**src/rtl/ckh_pkg.sv**
```systemverilog
// Shared types and constants for the canonical k-mer hasher.
// Used by ckh_ctrl, ckh_datapath and canonical_kmer_hasher_core; no dependencies.
`timescale 1ns / 1ps

package ckh_pkg;

	// MurmurHash3 fmix64 multipliers and shift
	localparam logic [63:0] FMIX_C1    = 64'hff51afd7ed558ccd;
	localparam logic [63:0] FMIX_C2    = 64'hc4ceb9fe1a85ec53;
	localparam int unsigned FMIX_SHIFT = 33;

	localparam logic [5:0] KMER_LENGTH_RESET = 6'd31;

	// 2-bit base codes
	localparam logic [1:0] BASE_A = 2'd0;
	localparam logic [1:0] BASE_C = 2'd1;
	localparam logic [1:0] BASE_G = 2'd2;
	localparam logic [1:0] BASE_T = 2'd3;

	typedef enum logic [2:0] {
		ST_IDLE,
		ST_CANON,
		ST_MUL_LL,
		ST_MUL_HL,
		ST_MUL_LH,
		ST_ACC_LAST,
		ST_EMIT
	} ckh_state_t;

	typedef struct packed {
		logic shift;       // take the input item into the windows
		logic load_x;      // latch canonical code and first xor-shift
		logic mul_en;      // register one 32x32 partial product
		logic mul_a_hi;    // operand A from upper half of x
		logic mul_b_hi;    // operand B from upper half of the constant
		logic mul_round;   // 0: first multiplier, 1: second multiplier
		logic acc_load;    // accumulator takes the low-by-low product
		logic acc_add;     // add a cross product into the upper half
		logic acc_finish;  // last add, xor-shift back into x
		logic out_load;    // move the result into the output register
	} ckh_cmd_t;

	typedef struct packed {
		logic emit;        // the offered item completes a k-mer
		logic out_free;    // output register can take a result this cycle
	} ckh_status_t;

	// Bit 2 set for a valid base, bits 1:0 the code; case is folded
	function automatic logic [2:0] ckh_base_decode(input logic [7:0] c);
		logic [2:0] r;
		unique case (c)
			8'h41, 8'h61: r = {1'b1, BASE_A};
			8'h43, 8'h63: r = {1'b1, BASE_C};
			8'h47, 8'h67: r = {1'b1, BASE_G};
			8'h54, 8'h74: r = {1'b1, BASE_T};
			default:      r = 3'b000;
		endcase
		return r;
	endfunction

endpackage

```
**src/rtl/ckh_ctrl.sv**
```systemverilog
// Sequencer for the canonical k-mer hasher: input acceptance, two fmix64
// multiply rounds on the shared multiplier, and hand-off to the output register.
// Depends on ckh_pkg.
`timescale 1ns / 1ps

module ckh_ctrl (
	input  logic                  clk,
	input  logic                  arst_n,
	input  logic                  in_valid,
	output logic                  in_stall,
	input  ckh_pkg::ckh_status_t  status,
	output ckh_pkg::ckh_cmd_t     cmd
);
	import ckh_pkg::*;

	ckh_state_t state_q, state_n;
	logic       round_q, round_n;
	logic       accept;

	assign in_stall = (state_q != ST_IDLE);
	assign accept   = in_valid && !in_stall;

	always_ff @(posedge clk or negedge arst_n) begin
		if (!arst_n) begin
			state_q <= ST_IDLE;
			round_q <= 1'b0;
		end else begin
			state_q <= state_n;
			round_q <= round_n;
		end
	end

	// next state
	always_comb begin
		state_n = state_q;
		round_n = round_q;
		unique case (state_q)
			ST_IDLE: begin
				if (accept && status.emit)
					state_n = ST_CANON;
			end
			ST_CANON: begin
				state_n = ST_MUL_LL;
				round_n = 1'b0;
			end
			ST_MUL_LL:  state_n = ST_MUL_HL;
			ST_MUL_HL:  state_n = ST_MUL_LH;
			ST_MUL_LH:  state_n = ST_ACC_LAST;
			ST_ACC_LAST: begin
				if (!round_q) begin
					round_n = 1'b1;
					state_n = ST_MUL_LL;
				end else begin
					state_n = ST_EMIT;
				end
			end
			ST_EMIT: begin
				if (status.out_free)
					state_n = ST_IDLE;
			end
			default: state_n = ST_IDLE;
		endcase
	end

	// outputs
	always_comb begin
		cmd           = '0;
		cmd.mul_round = round_q;
		unique case (state_q)
			ST_IDLE:  cmd.shift = accept;
			ST_CANON: cmd.load_x = 1'b1;
			ST_MUL_LL: begin
				cmd.mul_en = 1'b1;
			end
			ST_MUL_HL: begin
				cmd.mul_en   = 1'b1;
				cmd.mul_a_hi = 1'b1;
				cmd.acc_load = 1'b1;
			end
			ST_MUL_LH: begin
				cmd.mul_en   = 1'b1;
				cmd.mul_b_hi = 1'b1;
				cmd.acc_add  = 1'b1;
			end
			ST_ACC_LAST: cmd.acc_finish = 1'b1;
			ST_EMIT:     cmd.out_load = status.out_free;
			default: cmd = '0;
		endcase
	end

endmodule

```
**src/rtl/ckh_datapath.sv**
```systemverilog
// Datapath of the canonical k-mer hasher: rolling windows, run count,
// canonical selection, 32x32 multiplier with accumulator, output register.
// Depends on ckh_pkg.
`timescale 1ns / 1ps

module ckh_datapath #(
	parameter int MAX_KMER = 32
) (
	input  logic                  clk,
	input  logic                  arst_n,
	input  logic [7:0]            base_char,
	input  logic                  first_of_sequence,
	input  logic [5:0]            kmer_length,
	input  ckh_pkg::ckh_cmd_t     cmd,
	output ckh_pkg::ckh_status_t  status,
	input  logic                  out_stall,
	output logic                  out_valid,
	output logic [63:0]           canonical_code,
	output logic [63:0]           kmer_hash
);
	import ckh_pkg::*;

	localparam int W  = 2 * MAX_KMER;
	localparam int RW = $clog2(MAX_KMER + 1);

	logic [W-1:0]  fwd_q, rc_q;
	logic [RW-1:0] run_q;

	logic [2:0]    dec;
	logic          base_ok;
	logic [1:0]    code;
	logic [W-1:0]  fwd_base, rc_base;
	logic [RW-1:0] run_base, run_inc, run_n;
	logic [5:0]    k_eff;

	assign dec     = ckh_base_decode(base_char);
	assign base_ok = dec[2];
	assign code    = dec[1:0];

	// clamp k to 1..MAX_KMER
	always_comb begin
		if (kmer_length == 6'd0)
			k_eff = 6'd1;
		else if (kmer_length > 6'(MAX_KMER))
			k_eff = 6'(MAX_KMER);
		else
			k_eff = kmer_length;
	end

	assign fwd_base = first_of_sequence ? '0 : fwd_q;
	assign rc_base  = first_of_sequence ? '0 : rc_q;
	assign run_base = first_of_sequence ? '0 : run_q;
	assign run_inc  = (run_base == RW'(MAX_KMER)) ? run_base : run_base + 1'b1;
	assign run_n    = base_ok ? run_inc : '0;

	assign status.emit = base_ok && (6'(run_n) >= k_eff);

	always_ff @(posedge clk or negedge arst_n) begin
		if (!arst_n) begin
			fwd_q <= '0;
			rc_q  <= '0;
			run_q <= '0;
		end else if (cmd.shift) begin
			run_q <= run_n;
			if (base_ok) begin
				fwd_q <= (fwd_base << 2) | W'(code);
				rc_q  <= (rc_base >> 2) | (W'(~code) << (W - 2));
			end else begin
				fwd_q <= '0;
				rc_q  <= '0;
			end
		end
	end

	// canonical selection over the last k bases
	logic [6:0]   two_k;
	logic [W-1:0] mask, fwd_m, rc_s, canon_w;
	logic [63:0]  canon;

	assign two_k   = {k_eff, 1'b0};
	assign mask    = ~({W{1'b1}} << two_k);
	assign fwd_m   = fwd_q & mask;
	assign rc_s    = rc_q >> (7'(W) - two_k);
	assign canon_w = (fwd_m < rc_s) ? fwd_m : rc_s;
	assign canon   = 64'(canon_w);

	// fmix64 multiply: low 64 bits from three 32x32 partial products
	logic [63:0] x_q, canon_q, acc_q, prod_s1;
	logic [63:0] mul_c, acc_sum;
	logic [31:0] op_a, op_b;

	assign mul_c   = cmd.mul_round ? FMIX_C2 : FMIX_C1;
	assign op_a    = cmd.mul_a_hi ? x_q[63:32] : x_q[31:0];
	assign op_b    = cmd.mul_b_hi ? mul_c[63:32] : mul_c[31:0];
	assign acc_sum = {acc_q[63:32] + prod_s1[31:0], acc_q[31:0]};

	always_ff @(posedge clk) begin
		if (cmd.load_x) begin
			canon_q <= canon;
			x_q     <= canon ^ (canon >> FMIX_SHIFT);
		end else if (cmd.acc_finish) begin
			x_q <= acc_sum ^ (acc_sum >> FMIX_SHIFT);
		end
		if (cmd.mul_en)
			prod_s1 <= 64'(op_a) * 64'(op_b);
		if (cmd.acc_load)
			acc_q <= prod_s1;
		else if (cmd.acc_add)
			acc_q <= acc_sum;
	end

	// output register
	logic        out_valid_q;
	logic [63:0] canon_out_q, hash_out_q;

	assign status.out_free = !out_valid_q || !out_stall;

	always_ff @(posedge clk or negedge arst_n) begin
		if (!arst_n)
			out_valid_q <= 1'b0;
		else if (cmd.out_load)
			out_valid_q <= 1'b1;
		else if (!out_stall)
			out_valid_q <= 1'b0;
	end

	always_ff @(posedge clk) begin
		if (cmd.out_load) begin
			canon_out_q <= canon_q;
			hash_out_q  <= x_q;
		end
	end

	assign out_valid      = out_valid_q;
	assign canonical_code = canon_out_q;
	assign kmer_hash      = hash_out_q;

endmodule

```
**src/rtl/canonical_kmer_hasher_core.sv**
```systemverilog
// Canonical k-mer hasher, top level: configuration register, sequencer and datapath.
// Depends on ckh_pkg, ckh_ctrl and ckh_datapath.
`timescale 1ns / 1ps

// Takes one ASCII base per item (ACGT, either case) and keeps rolling forward and
// reverse-complement windows of the last MAX_KMER bases. Each valid base that brings
// the run of valid bases to at least kmer_length yields the smaller of the two codes
// and its MurmurHash3 fmix64. Any other character or first_of_sequence clears the
// window. An item that yields no result is taken without stalling. An item that
// yields a result holds the input while it is taken, the canonical code is selected,
// two fmix64 rounds run on the single shared 32x32 multiplier (three partial
// products and a final accumulate each), and the result moves into the output
// register. While a result waits in the output register, items that yield no
// result are still taken; the next item that yields a result holds the input in
// its last cycle until the output register is free. kmer_length (reset 31, 0 acts
// as 1, values above MAX_KMER act as MAX_KMER) must be written only while idle.
module canonical_kmer_hasher_core #(
	parameter int MAX_KMER = 32
) (
	input  logic        clk,
	input  logic        arst_n,
	input  logic        in_valid,
	output logic        in_stall,
	input  logic [7:0]  base_char,
	input  logic        first_of_sequence,
	output logic        out_valid,
	input  logic        out_stall,
	output logic [63:0] canonical_code,
	output logic [63:0] kmer_hash,
	input  logic        cfg_valid,
	output logic        cfg_ready,
	input  logic [5:0]  cfg_data
);
	import ckh_pkg::*;

	logic [5:0]  kmer_length_q;
	ckh_cmd_t    cmd;
	ckh_status_t status;

	assign cfg_ready = 1'b1;

	always_ff @(posedge clk or negedge arst_n) begin
		if (!arst_n)
			kmer_length_q <= KMER_LENGTH_RESET;
		else if (cfg_valid && cfg_ready)
			kmer_length_q <= cfg_data;
	end

	ckh_ctrl u_ctrl (
		.clk      (clk),
		.arst_n   (arst_n),
		.in_valid (in_valid),
		.in_stall (in_stall),
		.status   (status),
		.cmd      (cmd)
	);

	ckh_datapath #(
		.MAX_KMER (MAX_KMER)
	) u_datapath (
		.clk               (clk),
		.arst_n            (arst_n),
		.base_char         (base_char),
		.first_of_sequence (first_of_sequence),
		.kmer_length       (kmer_length_q),
		.cmd               (cmd),
		.status            (status),
		.out_stall         (out_stall),
		.out_valid         (out_valid),
		.canonical_code    (canonical_code),
		.kmer_hash         (kmer_hash)
	);

`ifndef ASSERT_OFF
	a_emit_starts_hash: assert property (@(posedge clk) disable iff (!arst_n)
		(cmd.shift && status.emit) |=> cmd.load_x)
		else $error("item completing a k-mer did not start the hash");

	a_load_into_free: assert property (@(posedge clk) disable iff (!arst_n)
		cmd.out_load |-> status.out_free)
		else $error("result loaded over an untaken result");

	a_load_shows_valid: assert property (@(posedge clk) disable iff (!arst_n)
		cmd.out_load |=> out_valid)
		else $error("loaded result not presented");

	a_one_phase: assert property (@(posedge clk) disable iff (!arst_n)
		$onehot0({cmd.shift, cmd.load_x, cmd.acc_finish, cmd.out_load, cmd.acc_load}))
		else $error("conflicting datapath commands");
`endif

endmodule
```
**config.mk**
```make
export PLATFORM = sky130hd
export DESIGN_NAME = canonical_kmer_hasher_core
export DESIGN_NICKNAME = d
export VERILOG_FILES = /design/src/rtl/ckh_pkg.sv /design/src/rtl/ckh_ctrl.sv /design/src/rtl/ckh_datapath.sv /design/src/rtl/canonical_kmer_hasher_core.sv
export SDC_FILE = /design/constraint.sdc
export NUM_CORES = 2
export LEC_CHECK = 0
export BUFFER_PORTS_ARGS = -buffer_cell sky130_fd_sc_hd__buf_4
export CORE_MARGIN = 4
export CORE_UTILIZATION = 45
export CTS_BUF_LIST = sky130_fd_sc_hd__clkbuf_8
export CTS_CLUSTER_SIZE = 12
export DETAILED_ROUTE_END_ITERATION = 8
export PLACE_DENSITY_LB_ADDON = 0.2
export SYNTH_ARGS = -nofsm -noshare
export SYNTH_HDL_FRONTEND = slang
export SYNTH_HIERARCHICAL = 1
export SYNTH_SLANG_ARGS = --single-unit
export TNS_END_PERCENT = 5
```
**constraint.sdc**
```tcl
create_clock -name clk -period 32.3 [get_ports clk]
set_input_delay 3.23 -clock clk [delete_from_list [all_inputs] [get_ports clk]]
set_output_delay 3.23 -clock clk [all_outputs]
set_load 0.01 [all_outputs]
```
Yosys cells after proc, flatten, opt, wreduce, memory -nomap -nowiden --
Cells that the tools add are included.
Operators by class: reductions and logical operators 20, $mul 1, multiplexer cells 33, eq/ne operators 18, div/mod/pow operators 0, add/subtract/negate cells 3, bitwise gates (word level) 7, shift-type cells 2, $lt $le $gt $ge 3
Operator list (number):
- 64-bit two-way mux | 8
- 64-bit by 31-bit XOR with 64-bit output | 2
- 62-bit two-way mux | 2
- 64-bit AND | 1
- 8-bit by 7-bit == test with 1-bit output (second input constant) | 8
- 64-bit less-than comparator | 1
- 32-bit by 32-bit multiplier with 64-bit output | 1
- 32-bit two-way mux | 2
- 64-bit inverter | 1
- 62-bit by 64-bit bitwise OR with 64-bit output | 1
- 64-bit by 2-bit bitwise OR with 64-bit output | 1
- 64-bit by 7-bit left shift with 64-bit output (first input constant) | 1
- 64-bit by 7-bit >> shifter with 64-bit output | 1
- 32-bit adder | 1
- 6-bit two-way mux | 5
- 3-bit one-hot mux with 7 select lines | 1
- 3-bit one-hot mux with 4 select lines | 1
- 1-bit two-way mux | 10
- 3-bit == test (second input constant) | 3
- 3-bit two-way mux | 3
- 2-bit OR reduction | 4
- 7-bit OR reduction | 1
- 7-bit subtractor (first input constant) | 1
- 6-bit by 1-bit adder with 6-bit output (second input constant) | 1
- other kinds (17) | 26
Storage, ports and cells: input port bits 20, logic and storage cells 101, RAM bits 0, ROM bits 0, latch bits 0, memories 0, flip-flop bits (word level) 529

Longest topological paths before layout --
depth after elaboration 10, mapped depth 37, depth with buffers taken out 31

Cells and area by module --
Netlist, hierarchy kept.
Modules (own cells, without submodules):
- ckh_datapath | sequential area each 14909.3 um^2, area each 58825.2 um^2, instances 1, cells an instance 5945
- ckh_ctrl | sequential area each 100.1 um^2, area each 301.5 um^2, instances 1, cells an instance 33
- canonical_kmer_hasher_core | sequential area each 156.4 um^2, area each 269.0 um^2, instances 1, cells an instance 15

Worst setup path before layout --
OpenSTA, ideal clock, no wires.
path type register to register, from register u_ctrl.state_q[2], to register u_datapath.prod_s1[58] (data pin), slack 21.641 ns, stages on the path, launching flop included 32, data arrival time 10.397 ns, data required time 32.038 ns, library setup time 0.262 ns, clock period less this slack 10.659 ns, path through dfrtp_1 > buf_2 > inv_1 > and3_1 > buf_4 > clkbuf_1 > buf_1 > clkbuf_1 > mux2i_1 > clkinv_1 > nand2b_1 > fa_1 > inv_1 > fa_1 > fa_1 > inv_1 > fa_1 > inv_1 > fa_1 > fa_1 > fa_1 > fa_1 > ha_1 > a21o_1 > a21o_1 > a22o_1 > a211o_1 > a311oi_1 > o211ai_1 > a31oi_1 > o21bai_1 > xor2_1
RTL lines:
- from (decl) | line ckh_ctrl.sv:16 | ckh_state_t state_q, state_n;
- from (signal assigned) | line ckh_ctrl.sv:28 | state_q <= state_n;
- to (signal assigned) | line ckh_datapath.sv:105 | prod_s1 <= 64'(op_a) * 64'(op_b);
- to (decl) | line ckh_datapath.sv:88 | logic [63:0] x_q, canon_q, acc_q, prod_s1;

==> impl_results.md <==
* Design area at 64,200 um^2
* Iteration-0 DRC Markers at around 5,000
* Area of the die at ~140,000 um^2
* Critical-path maximum fanout at between 90 and 100
* Most used cells in the layout excluding fill and tap cells: 1,211 x inv_1, 769 x fa_1, 479 x nand2_1
* Max-capacitance violation count at 0
* Launch instance of the worst min-delay path: u_datapath/canon_q[21]$_DFFE_PP_
* Die Y at between 300 and 400 um
* Global routing usage on met1 at 0.417
* Buffers inserted by post-CTS timing repair at 0
* Layout Nets at 7,315
* Width of the die at roughly 370 um
* Global routing usage on met3 at 0.0450
* # port buffers at around 150
* Count of synthesis-stage warnings from yosys at 6
* PostCTS Resize Cnt at 0
* Post-synthesis to final-layout area growth at 8.07%
* H-Tree Depth at 3
* Hpwl dp at 157,000 um
* Most Crowded Layer GR: met2
* Number of antenna violations at the first check in global routing at 8
* Max Slew Vio Count at 0
* Synth async-reset ratio at 0.274
* Synthesized instance count at ~6,000
* Worst reg2reg startpoint: u_ctrl/state_q[1]$_DFFE_PN0P_
* Timing-limited maximum frequency at between 80 and 90 MHz
* Dominant cell type by area after synthesis: fa_1
* Min cycle time layout at approximately 11 ns
* Setup repair after global routing missed its margin: no
* Total Routed Length at a little under 200,000 um
* Startpoint class of the critical path: register
* Count of state elements after synthesis at 529
* Clock latency reported for the late side of the worst-skew pair at around 0.74 ns
* Endpoint kind of the worst setup timing path: register
* DRT antenna net count at 0
* Reg clk slew, reported paths at approximately 0.060 ns
* Cell area after synthesis at approximately 59,000 um^2
* Master cell of the clock root buffer: clkbuf_8
* Proportion of synthesized chip area in sequential cells at 0.255
* Number of flops mapped to enable cells by yosys at 384
* I/O pin count at 151
* Initial core utilization at 0.452
* Worst min path class: reg2reg
* Post-layout worst setup margin at around 21 ns
* Largest net degree at the start of global routing at 99
* Most frequent standard cell in the layout excluding fill and tap cells: inv_1
* Post-route clock period utilization at 0.355
* Number of buffers inserted for hold repair after clock tree synthesis at 0
* Total congestion overflow after global routing at 0
* First-pass GRT wire length at roughly 290,000 um
* Post-placement worst setup slack at ~21 ns
* Syn avg cell area at about 9.9 um^2
* Dominant register cell in the synthesized netlist: edfxtp_1
* Via count of the first global-routing pass at 44,101
* Overall track demand over capacity in global routing at 0.281
* Total via count in the routed design at 44,004
* Fin Hold WS at about 0.39 ns
* Net count after synthesis at ~7,300
* Setup TNS at 0 ns
* Tightest Pin Transition at between 1 and 1.5 ns
* Final hold violation count at 0
* Outcome: finished, final reports clean
* Rel. slew slack at 0.181
* Clock sink count at roughly 530
* Met2 layer usage reported by global route at 0.420
* Data arrival, critical path at about 12 ns
* Main area contributors after synthesis: fa_1 26%, edfxtp_1 19%, ha_1 10%
* Fraction of layout instances using a drive strength above 1 at 0.0833
* Library cells used by synthesis at a little under 100
* Clock tree from TritonCTS: done
* Area fraction of the dominant cell type after synthesis at 0.259
* Start point of the critical path: u_ctrl/state_q[1]$_DFFE_PN0P_
* Post-detailed-route wirelength per cell at 24.4 um
* Routed vias/inst at ~5.6
* Final Skew at 0.0754 ns
* Critical path required time at between 30 and 40 ns
* Clk buf depth at 3
* Number of buffers added by the clock tree synthesis step at 85
* Number of remaining DRC errors at 0
* # setup viols final at 0
* Final-layout fill cell count at between 10,000 and 15,000
* Placeable Area at 131,000 um^2
* Detailed-routing iteration count for the pre-antenna-repair pass at 7
* Post-placement cell area at approximately 62,000 um^2
* Final weighted congestion in routability-driven placement at between 0.9 and 1
* Type of the worst setup path: reg2reg
* Number of standard-cell rows in the floorplan at around 130
[area by class of cell]
| cell class | instances | area, um^2 | share of cell area |
|---|---|---|---|
| flip-flops and latches | 529 | 15200 | 0.236 |
| clock buffers | 93 | 1280 | 0.0199 |
| well taps | 1755 | 2200 | 0.0342 |
| clock inverters | 67 | 552 | 0.00860 |
| diodes | 3 | 7.51 | 0.000117 |
| inverters | 1204 | 4520 | 0.0704 |
| multi-input cells | 4013 | 38800 | 0.604 |
| repair buffers | 220 | 1670 | 0.0260 |
[flip-flops by register name, summed over array words and instances, names as in the netlist]
| register | flops |
|---|---|
| u_datapath/rc_q | 64 |
| u_datapath/x_q | 64 |
| u_datapath/canon_q | 64 |
| u_datapath/canonical_code | 64 |
| u_datapath/fwd_q | 64 |
| u_datapath/acc_q | 64 |
| u_datapath/kmer_hash | 64 |
| u_datapath/prod_s1 | 64 |
| kmer_length_q | 6 |
| u_ctrl/round_q | 1 |
| u_ctrl/state_q | 3 |
| u_datapath/run_q | 6 |
| u_datapath/out_valid | 1 |
[logic make-up after synthesis]
kind of cell | synth area share
xor gates and xnor gates | 0.0454
DFF | 0.255
and+or+nand+nor | 0.104
adders and majority gates | 0.359
other | 0.000126
muxes | 0.0424
buffers and inverters | 0.0943
AOI/OAI and AO/OA | 0.0996
[worst max-delay path: stages (launching register included)]
cell and delay (ns):
dfrtp_1 0.64, and3_4 0.68, buf_12 0.46, mux2_2 0.50, clkinv_1 0.59, nor2_1 0.80, xor2_1 0.20, ha_1 0.32
inv_1 0.04, fa_1 0.50, inv_1 0.06, fa_1 0.55, fa_1 0.48, fa_1 0.54, fa_1 0.44, fa_1 0.58
fa_1 0.49, ha_1 0.41, a21o_1 0.21, a21oi_1 0.13, o21bai_1 0.07, a2111oi_0 0.91, nor3_1 0.22, o211ai_1 0.24
o211ai_1 0.25, a31oi_1 0.42, nor2_1 0.09, a311oi_1 0.27
[through the flow]
step	instances	util
floorplan	5993	-
global placement	7721	0.475
detailed placement	7721	0.475
CTS	7881	0.489
global route	7881	0.489
finish	7884	0.489
[synthesized netlist by cell type (103+ instances only)]
library cell	n
a21o_1	142
a21oi_1	158
clkbuf_1	180
dfrtp_1	140
edfxtp_1	384
fa_1	769
ha_1	473
inv_1	1188
mux2i_1	157
nand2_1	479
nand2b_1	103
nor2_1	346
o21ai_0	274
xnor2_1	175
xor2_1	130
[layer usage]
layer | part of all wire | vias up
met5 | 0.00014 | -
met4 | 0.035 | 4
met3 | 0.081 | 295
met2 | 0.44 | 1939
met1 | 0.45 | 22202
li1 | - | 19564
[worst paths after layout]
check	slack, ns	to	cells after the start
setup reg to reg	20.82	u_datapath/prod_s1[62]$_DFFE_PP_	27
hold / removal	0.39	u_datapath/canonical_code[21]$_DFFE_PP_	0
setup / recovery	20.82	u_datapath/prod_s1[62]$_DFFE_PP_	27
max in group asynchronous	28.33	u_datapath/fwd_q[31]$_DFFE_PN0P_	2
min in group asynchronous	2.52	u_datapath/out_valid$_DFFE_PN0P_	1
hold reg to reg	0.39	u_datapath/canonical_code[21]$_DFFE_PP_	0
Power is left out: the tool's default activity adds up to more than one toggle a clock period on the data nets, which glitch-free logic cannot reach.
